**src/rtl/tsr_pkg.sv**
```systemverilog
// ----------------------------------------------------------------------------
// tsr_pkg
// Types and constants shared by the span rasterizer modules.
// ----------------------------------------------------------------------------
package tsr_pkg;

  localparam int COL_W     = 7;
  localparam int ROW_W     = 6;
  localparam int PROD_W    = COL_W + ROW_W;
  localparam int REM_W     = PROD_W + 1;
  localparam int QUO_W     = 8;
  localparam int DIV_STEPS = QUO_W / 2;
  localparam int STEP_W    = $clog2(DIV_STEPS);
  localparam int IN_W      = 40;
  localparam int OUT_W     = 24;

  typedef enum logic [2:0] {
    ST_IDLE,
    ST_SORT,
    ST_START_A,
    ST_WAIT_A,
    ST_WAIT_B,
    ST_EMIT
  } tsr_state_t;

  typedef struct packed {
    logic load;
    logic sort;
    logic div_start;
    logic edge_long;
    logic capture_a;
    logic capture_b;
    logic emit;
    logic row_inc;
  } tsr_cmd_t;

  typedef struct packed {
    logic div_done;
    logic row_last;
    logic out_full;
  } tsr_stat_t;

endpackage

```
**src/rtl/triangle_span_rasterizer.sv**
```systemverilog
// ----------------------------------------------------------------------------
// triangle_span_rasterizer
// Sorts a triangle's vertices by row and emits one inclusive span per row.
// ----------------------------------------------------------------------------
//  channel | dir | payload                                   | accepted when
//  in_     | in  | tdata: ax, ay, bx, by_row, cx_col, cy_row | in_tvalid & in_tready
//  out_    | out | tdata: span_row, span_start, span_end;    | out_tvalid & out_tready
//          |     | tlast: last_span                          |
//
//  Per triangle: load and sort, then per row short and long edge divisions and a
//  span write. The shared two-bit-per-cycle divider serves both divisions.
//  in_tready is high only between triangles; the final span may still sit in
//  the output register while the next triangle is taken.
//  A stall on out_tready holds the sequencer before it writes the next span.
//  rst_n is synchronous, active low, and clears all control state.
// ----------------------------------------------------------------------------
module triangle_span_rasterizer import tsr_pkg::*; (
  input  logic             clk,
  input  logic             rst_n,
  input  logic             in_tvalid,
  output logic             in_tready,
  // ax[6:0] ay[12:7] bx[19:13] by_row[25:20] cx_col[32:26] cy_row[38:33]
  input  logic [IN_W-1:0]  in_tdata,
  output logic             out_tvalid,
  input  logic             out_tready,
  // span_row[5:0] span_start[12:6] span_end[19:13]
  output logic [OUT_W-1:0] out_tdata,
  output logic             out_tlast
);

  tsr_cmd_t  cmd;
  tsr_stat_t stat;

  tsr_ctrl u_ctrl (
    .clk       (clk),
    .rst_n     (rst_n),
    .in_tvalid (in_tvalid),
    .in_tready (in_tready),
    .stat      (stat),
    .cmd       (cmd)
  );

  tsr_dp u_dp (
    .clk        (clk),
    .rst_n      (rst_n),
    .in_tdata   (in_tdata),
    .cmd        (cmd),
    .stat       (stat),
    .out_tvalid (out_tvalid),
    .out_tready (out_tready),
    .out_tdata  (out_tdata),
    .out_tlast  (out_tlast)
  );

endmodule

```
**src/rtl/tsr_div.sv**
```systemverilog
// ----------------------------------------------------------------------------
// tsr_div
// Restoring unsigned divider, two quotient bits per cycle. The caller
// guarantees the quotient fits QUO_W bits (numerator < 2^QUO_W * divisor).
// ----------------------------------------------------------------------------
module tsr_div import tsr_pkg::*; (
  input  logic              clk,
  input  logic              rst_n,
  input  logic              start,
  input  logic [PROD_W-1:0] num,
  input  logic [ROW_W-1:0]  den,
  output logic              done,
  output logic [QUO_W-1:0]  quo
);

  logic [REM_W-1:0]  rem_r, rem_nxt;
  logic [ROW_W-1:0]  den_r;
  logic [QUO_W-1:0]  quo_r, quo_nxt;
  logic [STEP_W-1:0] cnt_r;
  logic              busy_r, done_r;

  logic [REM_W-1:0] d_hi, d_lo, r1;
  logic             ge_hi, ge_lo;

  always_comb begin
    d_hi    = {{(REM_W-ROW_W){1'b0}}, den_r} << {cnt_r, 1'b1};
    ge_hi   = rem_r >= d_hi;
    r1      = ge_hi ? rem_r - d_hi : rem_r;
    d_lo    = {{(REM_W-ROW_W){1'b0}}, den_r} << {cnt_r, 1'b0};
    ge_lo   = r1 >= d_lo;
    rem_nxt = ge_lo ? r1 - d_lo : r1;
    quo_nxt = {quo_r[QUO_W-3:0], ge_hi, ge_lo};
  end

  always_ff @(posedge clk) begin
    if (!rst_n) begin
      busy_r <= 1'b0;
      done_r <= 1'b0;
    end else begin
      done_r <= busy_r && (cnt_r == '0);
      if (start) begin
        busy_r <= 1'b1;
      end else if (busy_r && (cnt_r == '0)) begin
        busy_r <= 1'b0;
      end
    end
  end

  always_ff @(posedge clk) begin
    if (start) begin
      rem_r <= {1'b0, num};
      den_r <= den;
      quo_r <= '0;
      cnt_r <= STEP_W'(DIV_STEPS - 1);
    end else if (busy_r) begin
      rem_r <= rem_nxt;
      quo_r <= quo_nxt;
      cnt_r <= cnt_r - 1'b1;
    end
  end

  assign done = done_r;
  assign quo  = quo_r;

endmodule

```
**src/rtl/tsr_ctrl.sv**
```systemverilog
// ----------------------------------------------------------------------------
// tsr_ctrl
// Sequencer: sort, then per row short and long edge divisions, a span write.
// ----------------------------------------------------------------------------
module tsr_ctrl import tsr_pkg::*; (
  input  logic      clk,
  input  logic      rst_n,
  input  logic      in_tvalid,
  output logic      in_tready,
  input  tsr_stat_t stat,
  output tsr_cmd_t  cmd
);

  tsr_state_t state_r, state_nxt;

  always_ff @(posedge clk) begin
    if (!rst_n) begin
      state_r <= ST_IDLE;
    end else begin
      state_r <= state_nxt;
    end
  end

  always_comb begin
    state_nxt = state_r;
    cmd       = '0;
    in_tready = 1'b0;
    case (state_r)
      ST_IDLE: begin
        in_tready = 1'b1;
        if (in_tvalid) begin
          cmd.load  = 1'b1;
          state_nxt = ST_SORT;
        end
      end
      ST_SORT: begin
        cmd.sort  = 1'b1;
        state_nxt = ST_START_A;
      end
      ST_START_A: begin
        cmd.div_start = 1'b1;
        state_nxt     = ST_WAIT_A;
      end
      ST_WAIT_A: begin
        if (stat.div_done) begin
          // short edge result taken while the long edge starts
          cmd.capture_a = 1'b1;
          cmd.div_start = 1'b1;
          cmd.edge_long = 1'b1;
          state_nxt     = ST_WAIT_B;
        end
      end
      ST_WAIT_B: begin
        if (stat.div_done) begin
          cmd.capture_b = 1'b1;
          state_nxt     = ST_EMIT;
        end
      end
      ST_EMIT: begin
        if (!stat.out_full) begin
          cmd.emit = 1'b1;
          if (stat.row_last) begin
            state_nxt = ST_IDLE;
          end else begin
            cmd.row_inc = 1'b1;
            state_nxt   = ST_START_A;
          end
        end
      end
      default: begin
        state_nxt = ST_IDLE;
      end
    endcase
  end

endmodule

```
**src/rtl/tsr_dp.sv**
```systemverilog
// ----------------------------------------------------------------------------
// tsr_dp
// Vertex store, sort network, edge setup, shared divider and output register.
// ----------------------------------------------------------------------------
module tsr_dp import tsr_pkg::*; (
  input  logic             clk,
  input  logic             rst_n,
  input  logic [IN_W-1:0]  in_tdata,
  input  tsr_cmd_t         cmd,
  output tsr_stat_t        stat,
  output logic             out_tvalid,
  input  logic             out_tready,
  output logic [OUT_W-1:0] out_tdata,
  output logic             out_tlast
);

  logic [COL_W-1:0] col_r [3];
  logic [ROW_W-1:0] row_v_r [3];
  logic [ROW_W-1:0] cur_row_r;

  logic [COL_W-1:0] s_col [3];
  logic [ROW_W-1:0] s_row [3];
  logic [COL_W-1:0] tc;
  logic [ROW_W-1:0] tr;

  // three compare-swaps: (0,1), (1,2), (0,1); swap only on strictly greater
  always_comb begin
    s_col = col_r;
    s_row = row_v_r;
    tc    = '0;
    tr    = '0;
    if (s_row[0] > s_row[1]) begin
      tc = s_col[0]; s_col[0] = s_col[1]; s_col[1] = tc;
      tr = s_row[0]; s_row[0] = s_row[1]; s_row[1] = tr;
    end
    if (s_row[1] > s_row[2]) begin
      tc = s_col[1]; s_col[1] = s_col[2]; s_col[2] = tc;
      tr = s_row[1]; s_row[1] = s_row[2]; s_row[2] = tr;
    end
    if (s_row[0] > s_row[1]) begin
      tc = s_col[0]; s_col[0] = s_col[1]; s_col[1] = tc;
      tr = s_row[0]; s_row[0] = s_row[1]; s_row[1] = tr;
    end
  end

  always_ff @(posedge clk) begin
    if (!rst_n) begin
      for (int i = 0; i < 3; i++) begin
        col_r[i]   <= '0;
        row_v_r[i] <= '0;
      end
      cur_row_r <= '0;
    end else if (cmd.load) begin
      col_r[0]   <= in_tdata[6:0];
      row_v_r[0] <= in_tdata[12:7];
      col_r[1]   <= in_tdata[19:13];
      row_v_r[1] <= in_tdata[25:20];
      col_r[2]   <= in_tdata[32:26];
      row_v_r[2] <= in_tdata[38:33];
    end else if (cmd.sort) begin
      col_r     <= s_col;
      row_v_r   <= s_row;
      cur_row_r <= s_row[0];
    end else if (cmd.row_inc) begin
      cur_row_r <= cur_row_r + 1'b1;
    end
  end

  // edge setup
  logic [COL_W-1:0]  xs, xe;
  logic [ROW_W-1:0]  ys, ye, dy, dt;
  logic [COL_W:0]    dx;
  logic [COL_W-1:0]  mag;
  logic [PROD_W-1:0] prod;

  always_comb begin
    if (cmd.edge_long) begin
      xs = col_r[0]; ys = row_v_r[0]; xe = col_r[2]; ye = row_v_r[2];
    end else if (cur_row_r < row_v_r[1]) begin
      xs = col_r[0]; ys = row_v_r[0]; xe = col_r[1]; ye = row_v_r[1];
    end else begin
      xs = col_r[1]; ys = row_v_r[1]; xe = col_r[2]; ye = row_v_r[2];
    end
    dx   = {1'b0, xe} - {1'b0, xs};
    dy   = ye - ys;
    dt   = cur_row_r - ys;
    mag  = dx[COL_W] ? COL_W'(-dx) : dx[COL_W-1:0];
    prod = PROD_W'(mag) * PROD_W'(dt);
  end

  logic [COL_W-1:0] e_xs_r;
  logic             e_neg_r, e_flat_r;

  always_ff @(posedge clk) begin
    if (cmd.div_start) begin
      e_xs_r   <= xs;
      e_neg_r  <= dx[COL_W];
      e_flat_r <= (dy == '0);
    end
  end

  logic             div_done;
  logic [QUO_W-1:0] quo;

  tsr_div u_div (
    .clk   (clk),
    .rst_n (rst_n),
    .start (cmd.div_start),
    .num   (prod),
    .den   (dy),
    .done  (div_done),
    .quo   (quo)
  );

  // truncation toward zero: divide the magnitude, apply the sign after
  logic [QUO_W:0]   col_sum;
  logic [COL_W-1:0] edge_col;

  always_comb begin
    if (e_neg_r) begin
      col_sum = {{(QUO_W+1-COL_W){1'b0}}, e_xs_r} - {1'b0, quo};
    end else begin
      col_sum = {{(QUO_W+1-COL_W){1'b0}}, e_xs_r} + {1'b0, quo};
    end
    edge_col = e_flat_r ? e_xs_r : col_sum[COL_W-1:0];
  end

  logic [COL_W-1:0] xa_r, xb_r;

  always_ff @(posedge clk) begin
    if (cmd.capture_a) begin
      xa_r <= edge_col;
    end
    if (cmd.capture_b) begin
      xb_r <= edge_col;
    end
  end

  // output register
  logic             out_valid_r;
  logic [ROW_W-1:0] o_row_r;
  logic [COL_W-1:0] o_start_r, o_end_r;
  logic             o_last_r;
  logic             row_last;

  assign row_last = (cur_row_r == row_v_r[2]);

  always_ff @(posedge clk) begin
    if (!rst_n) begin
      out_valid_r <= 1'b0;
    end else if (cmd.emit) begin
      out_valid_r <= 1'b1;
    end else if (out_tready) begin
      out_valid_r <= 1'b0;
    end
  end

  always_ff @(posedge clk) begin
    if (cmd.emit) begin
      o_row_r   <= cur_row_r;
      o_start_r <= (xa_r > xb_r) ? xb_r : xa_r;
      o_end_r   <= (xa_r > xb_r) ? xa_r : xb_r;
      o_last_r  <= row_last;
    end
  end

  assign out_tvalid = out_valid_r;
  assign out_tdata  = {{(OUT_W-ROW_W-2*COL_W){1'b0}}, o_end_r, o_start_r, o_row_r};
  assign out_tlast  = o_last_r;

  assign stat.div_done = div_done;
  assign stat.row_last = row_last;
  assign stat.out_full = out_valid_r && !out_tready;

endmodule

```
**config.mk**
```make
export PLATFORM = sky130hd
export DESIGN_NAME = triangle_span_rasterizer
export DESIGN_NICKNAME = d
export VERILOG_FILES = /design/src/rtl/tsr_pkg.sv /design/src/rtl/triangle_span_rasterizer.sv /design/src/rtl/tsr_div.sv /design/src/rtl/tsr_ctrl.sv /design/src/rtl/tsr_dp.sv
export SDC_FILE = /design/constraint.sdc
export NUM_CORES = 1
export LEC_CHECK = 0
export BUFFER_PORTS_ARGS = -buffer_cell sky130_fd_sc_hd__buf_2
export CAP_MARGIN = 20
export CORE_MARGIN = 4
export CORE_UTILIZATION = 35
export DETAILED_ROUTE_END_ITERATION = 10
export PLACE_DENSITY = 0.54
export RECOVER_POWER = 50
export REMOVE_ABC_BUFFERS = 1
export SYNTH_ARGS = -nofsm -noshare
export SYNTH_HDL_FRONTEND = slang
export SYNTH_SLANG_ARGS = --single-unit
export TNS_END_PERCENT = 50
```
**constraint.sdc**
```tcl
create_clock -name clk -period 10.6 [get_ports clk]
set_input_delay 1.59 -clock clk [delete_from_list [all_inputs] [get_ports clk]]
set_output_delay 1.59 -clock clk [all_outputs]
set_load 0.1 [all_outputs]
```
Word-level counts from Yosys, hierarchy flattened
Cells that the tools add are included.

cells by class
  add/subtract/negate cells = 10
  multiply operators = 1
  magnitude comparators = 7
  equality and inequality tests = 10
  shift operators = 2
  muxes and demuxes = 51
  bitwise logic cells = 1
  reductions and logical operators = 15

operators by type and width
  kind                                                           count
  14-bit two-way mux                                             5
  7-bit two-way mux                                              9
  21-bit two-way mux                                             2
  12-bit two-way mux                                             3
  18-bit two-way mux                                             2
  6-bit two-way mux                                              6
  14-bit greater-or-equal comparator                             2
  6-bit by 3-bit << shifter with 14-bit output                   2
  14-bit subtractor                                              2
  13-bit two-way mux                                             2
  6-bit greater-than comparator                                  3
  3-bit case mux with 6 select lines                             1
  3-bit two-way mux                                              5
  7-bit by 6-bit multiplier with 13-bit output                   1
  2-bit nonzero test                                             6
  6-bit subtractor                                               2
  1-bit two-way mux                                              11
  2-bit two-way mux                                              4
  7-bit by 7-bit subtractor with 8-bit output                    1
  7-bit adder                                                    1
  7-bit greater-than comparator                                  1
  7-bit negator                                                  1
  7-bit subtractor                                               1
  6-bit by 1-bit adder with 6-bit output, second input constant  1
  other kinds (17)                                               23

storage, ports and cells
  flip-flop bits (word level) = 124
  output and inout bits = 27
  logic and storage cells = 122

Depth between registers and ports, before layout
  depth in word-level cells = 8
  gate-level depth with buffers = 35

Hierarchy
Synthesis repeated with hierarchy kept, for this count alone.

second synthesis, totals
  cells, all modules = 1233
  area, all modules = 11106.9 um^2

modules (own cells, without submodules)
  module    instances  cells an instance  area each (um^2)  sequential area each (um^2)
  tsr_dp    1          882                7946.4            2242.2
  tsr_div   1          320                2904.0            830.8
  tsr_ctrl  1          31                 256.5             60.1

Worst setup path before layout
OpenSTA, ideal clock, no wires.

  path type = reg-to-reg
  start = reg u_dp.row_v_r[7] (netlist bit)
  end = reg u_dp.u_div.rem_r[12], data pin
  library setup time = 0.294 ns
  arrival time = 7.067 ns
  required time = 10.306 ns
  setup slack = 3.239 ns
  cell stages (with the launch flop) = 34
  buffers on the path = 1
  path through = dfxtp_1 -> inv_1 -> ha_1 -> a21o_1 -> a21o_1 -> a21o_1 -> a21o_1 -> a21oi_1 -> nor2_1 -> buf_2 -> mux2i_1 -> ha_1 -> nor2b_1 -> o21ai_0 -> a21oi_1 -> o21ai_0 -> a21boi_0 -> o21ai_1 -> nor3b_1 -> xor2_1 -> or2_2 -> fa_1 -> fa_1 -> fa_1 -> inv_1 -> ha_1 -> a21oi_1 -> o21bai_1 -> a21oi_1 -> o21bai_1 -> a21oi_1 -> o21ai_0 -> xnor2_1 -> a21oi_1

on the way
  longest elaborated chain between the ends = 8

ends and longest elaborated chain
  what                                            line           RTL
  start: declaration                              tsr_dp.sv:18   logic [ROW_W-1:0] row_v_r [3];
  start signal: assignment                        tsr_dp.sv:62   row_v_r <= s_row;
  6-bit < comparator                              tsr_dp.sv:79   end else if (cur_row_r < row_v_r[1]) begin
  7-bit two-way mux                               tsr_dp.sv:79
  7-bit two-way mux                               tsr_dp.sv:77   if (cmd.edge_long) begin
  7-bit by 7-bit subtractor with 8-bit output     tsr_dp.sv:84   dx = {1'b0, xe} - {1'b0, xs};
  7-bit negator                                   tsr_dp.sv:87   mag = dx[COL_W] ? COL_W'(-dx) : dx[COL_W-1:0];
  7-bit two-way mux                               tsr_dp.sv:87
  7-bit by 6-bit multiplier with 13-bit output *  tsr_dp.sv:88   prod = PROD_W'(mag) * PROD_W'(dt);
  13-bit two-way mux *                            tsr_div.sv:50  if (start) begin
  end signal: assignment                          tsr_div.sv:51  rem_r <= {1'b0, num};
  end signal: assignment                          tsr_div.sv:56  rem_r <= rem_nxt;
  end: declaration                                tsr_div.sv:16  logic [REM_W-1:0] rem_r, rem_nxt;

Mark *: on every way between the ends. The rest lies on a longest branch, timed or not.
A chain may end at the register's enable or synchronous reset.

Worst setup path in the final report
Same ends and word-level chain as after synthesis.

==> impl_metrics.csv <==
group,metric,value,unit
outcome,status,"complete, but fails checks",
outcome,violations,"capacitance limit, slew limit",
timing,finalSetupTns,0,ns
grt,antenna_found_initial,0,
clock_network,cts_buffers,17,
synthesis,yosys_warnings,0,
layout,areaGrowthSynthToFinish,11.8,%
synthesis,synth.cell_area,10800,sq um
setup_path,path_class,"register to register",
setup_path,end_kind,"register",
placement,port-buffer-count,65,
clock_network,clock-sinks,124,
route,wl_per_cell,16.6,um
setup_path,crit_fanout,18,
timing,min_period_over_period,81.1,%
die,core_region_area,30500,sq um
synthesis,yosysTopAreaCell,"edfxtp_1",
setup_path,cp-start-kind,"register",
layout,drive_gt1_share,12.1,%
hold_path,hold_depth,2,
synthesis,synth_top_area_share,17.5,%
synthesis,synth_ff_type,"edfxtp_1",
clock_network,cts_setup_buffers,0,
setup_path,slowest_delay,0.78,ns
clock_network,clockRootBuffer,"clkbuf_16",
grt,grt_pass1_vias,8791,
timing,post-route-min-period,8.60,ns
route,wirelength,28000,um
grt,grt_max_degree,53,
clock_network,postCtsHoldBufs,0,
layout,diodes,0,
route,first_pass_iters,5,
route,viasPerCell,5.33,
die,placementRows,64,
setup_path,crit_slowest_cell,"a211oi_4",
hold_path,hold_end,"u_dp.col_r[2]",
layout,largest_reg_flops,21,
timing,fmax,116,MHz
clock_network,path_clk_slew,0.06,ns
synthesis,synth-edff-count,63,
timing,hold_viol,0,
synthesis,synth_async_sr_flop_share,0,%
timing,grt_setup_unrepaired,"no",
route,antenna_left,0,
route,vias,9023,
hold_path,worst_hold_path_type,"register to register",
flow_run,drv_cap,1,
synthesis,synth_area_leaders,"edfxtp_1 18%, ha_1 12%, dfxtp_1 11%",
timing,slew_headroom,-60.4,%
layout,largestRegisters,"u_dp.col_r x21, u_dp.row_v_r x18, u_dp.u_div.rem_r x14",
clock_network,clk-insertion-delay-late,0.43,ns
setup_path,reg2regPathDepth,31,
grt,track_usage,16.7,%
grt,grt_pass1_wl,45900,um
synthesis,synth.ff_latch_count,124,
setup_path,cp.required,10.71,ns
setup_path,timing.rr.start,"u_dp.row_v_r[7]",
clock_network,tritoncts,"built",
timing,worstMarginPinSlew,2.41,ns
die,die_y,184,um
synthesis,ys_seq_area_share,28.9,%
synthesis,syn_area_per_cell,8.72,sq um
timing,fin_skew,0.0159,ns
die,die_w,184,um
placement,dp_hpwl,21400,um
die,dieArea,33700,sq um
layout,top_register,"u_dp.col_r",
synthesis,syn_inst,1237,
layout,final_nets,1458,
placement,routabilityCongestion,0.818,
route,drt-initial-drc-count,525,
setup_path,reg2reg_to,"u_dp.u_div.rem_r[12]",
synthesis,ys_types,68,
timing,drv_slew,53,
clock_network,cts_buffer_depth,2,
setup_path,cp_common_cell,"a21oi_1",
grt,grt.overflow.total,0,
die,initial_core_util,35.4,%
setup_path,worstPathArrival,8.71,ns
setup_path,r2r_slack,2.00,ns
clock_network,cts_max_level,4,
timing,setup_viol,0,
clock_network,cts_resized,0,
die,io_pins,71,
route,route.detailed.drc,0,
hold_path,hp-start,"u_dp.col_r[2]",
[final cells by class]
cell class              instances  area (sq um)
multi-input cells             965          7100
clock buffers                  17           425
well taps                     396           495
flip-flops and latches        124          3110
inverters                     101           379
clock inverters                15           155
repair buffers                 76           393
fillers                      3115         18500
[cells in the mapped netlist (11+ instances only)]
cell / number
a21o_1: 33
o21ai_0: 63
nand3_1: 25
a21boi_0: 15
nand2_1: 122
a211oi_1: 29
a22oi_1: 12
dfxtp_1: 61
clkbuf_1: 35
o21a_1: 15
a21oi_1: 84
inv_1: 101
nor2b_1: 13
xor2_1: 28
nor2_1: 96
o31ai_1: 12
a31oi_1: 11
xnor2_1: 39
edfxtp_1: 63
ha_1: 103
nor3_1: 21
mux2i_1: 35
fa_1: 26
o21bai_1: 11
mux2_2: 33
[layout by cell type (no fill, tap or decap), drive strengths merged, types with 6 or more instances in the layout]
master,n
a211oi,31
and3,10
o21a,15
mux2i,35
nand2b,8
nand2,122
nor3,21
inv,109
nand3,25
clkbuf,21
o21bai,11
a22o,6
a31oi,11
ha,103
or2,9
nor2,96
nor2b,13
o31ai,13
xnor2,39
o221ai,8
and2,9
mux2,34
nand4,9
a21boi,16
a21o,33
fa,26
buf,72
o211ai,7
a22oi,12
xor2,28
dfxtp,61
a21oi,84
o21ai,72
or3,6
edfxtp,63
[per-layer routing]
| metal | track usage [%] | wire length, um | up-vias | share of wire [%] |
|---|---|---|---|---|
| li1 | - | - | 4536 | - |
| met1 | 23.0 | 13600 | 4286 | 48 |
| met2 | 27.8 | 13100 | 176 | 47 |
| met3 | 2.63 | 986 | 25 | 3.5 |
| met4 | 3.81 | 364 | 0 | 1.3 |
| met5 | 0 | 0 | - | 0 |
[per-stage QoR]
step	util [%]	area (sq um)	hold slack, ns	setup WS [ns]	cells
final	39.5	12100	0.516	2.00	1694
after global routing	39.5	12100	0.541	1.39	1694
after CTS	39.5	12100	0.512	2.02	1693
after detailed placement	37.6	11500	0.503	2.06	1661
after global placement	37.6	11500	0.501	2.18	1661
after floorplan	-	10600	0.464	3.09	1190
[worst max path at each step]
stage | from | endpoint | slack, ns
after detailed placement | u_dp.row_v_r[7] | u_dp.u_div.rem_r[12] | 2.06
final | u_dp.row_v_r[7] | u_dp.u_div.rem_r[12] | 2.00
after floorplan | u_dp.row_v_r[7] | u_dp.u_div.rem_r[12] | 3.09
after CTS | u_dp.row_v_r[7] | u_dp.u_div.rem_r[12] | 2.02
after global routing | u_dp.row_v_r[7] | u_dp.u_div.rem_r[12] | 1.39
after global placement | u_dp.row_v_r[7] | u_dp.u_div.rem_r[12] | 2.18
[critical path: cells and delay by family (launching register included)]
kind            cells  cell delay (ns)
simple gates        3             0.66
buf+inv             2             0.14
fa+ha+maj           6             2.38
compound gates     17             3.63
mux                 1             0.46
xor+xnor            2             0.61
flops               1             0.40
[cells by family (layout without fill, tap and decap cells)]
family,after synthesis,count (layout),share of synthesized area [%]
compound gates,356,356,22.3
simple gates,340,340,14.3
buf+inv,151,209,5.52
fa+ha+maj,129,129,16.8
flops,124,124,28.9
mux,69,69,6.80
xor+xnor,67,67,5.44
other cells,1,4,0.0348
Power is not shown: default switching activity piles up to over one toggle a cycle in this logic, so the estimate is an artifact.
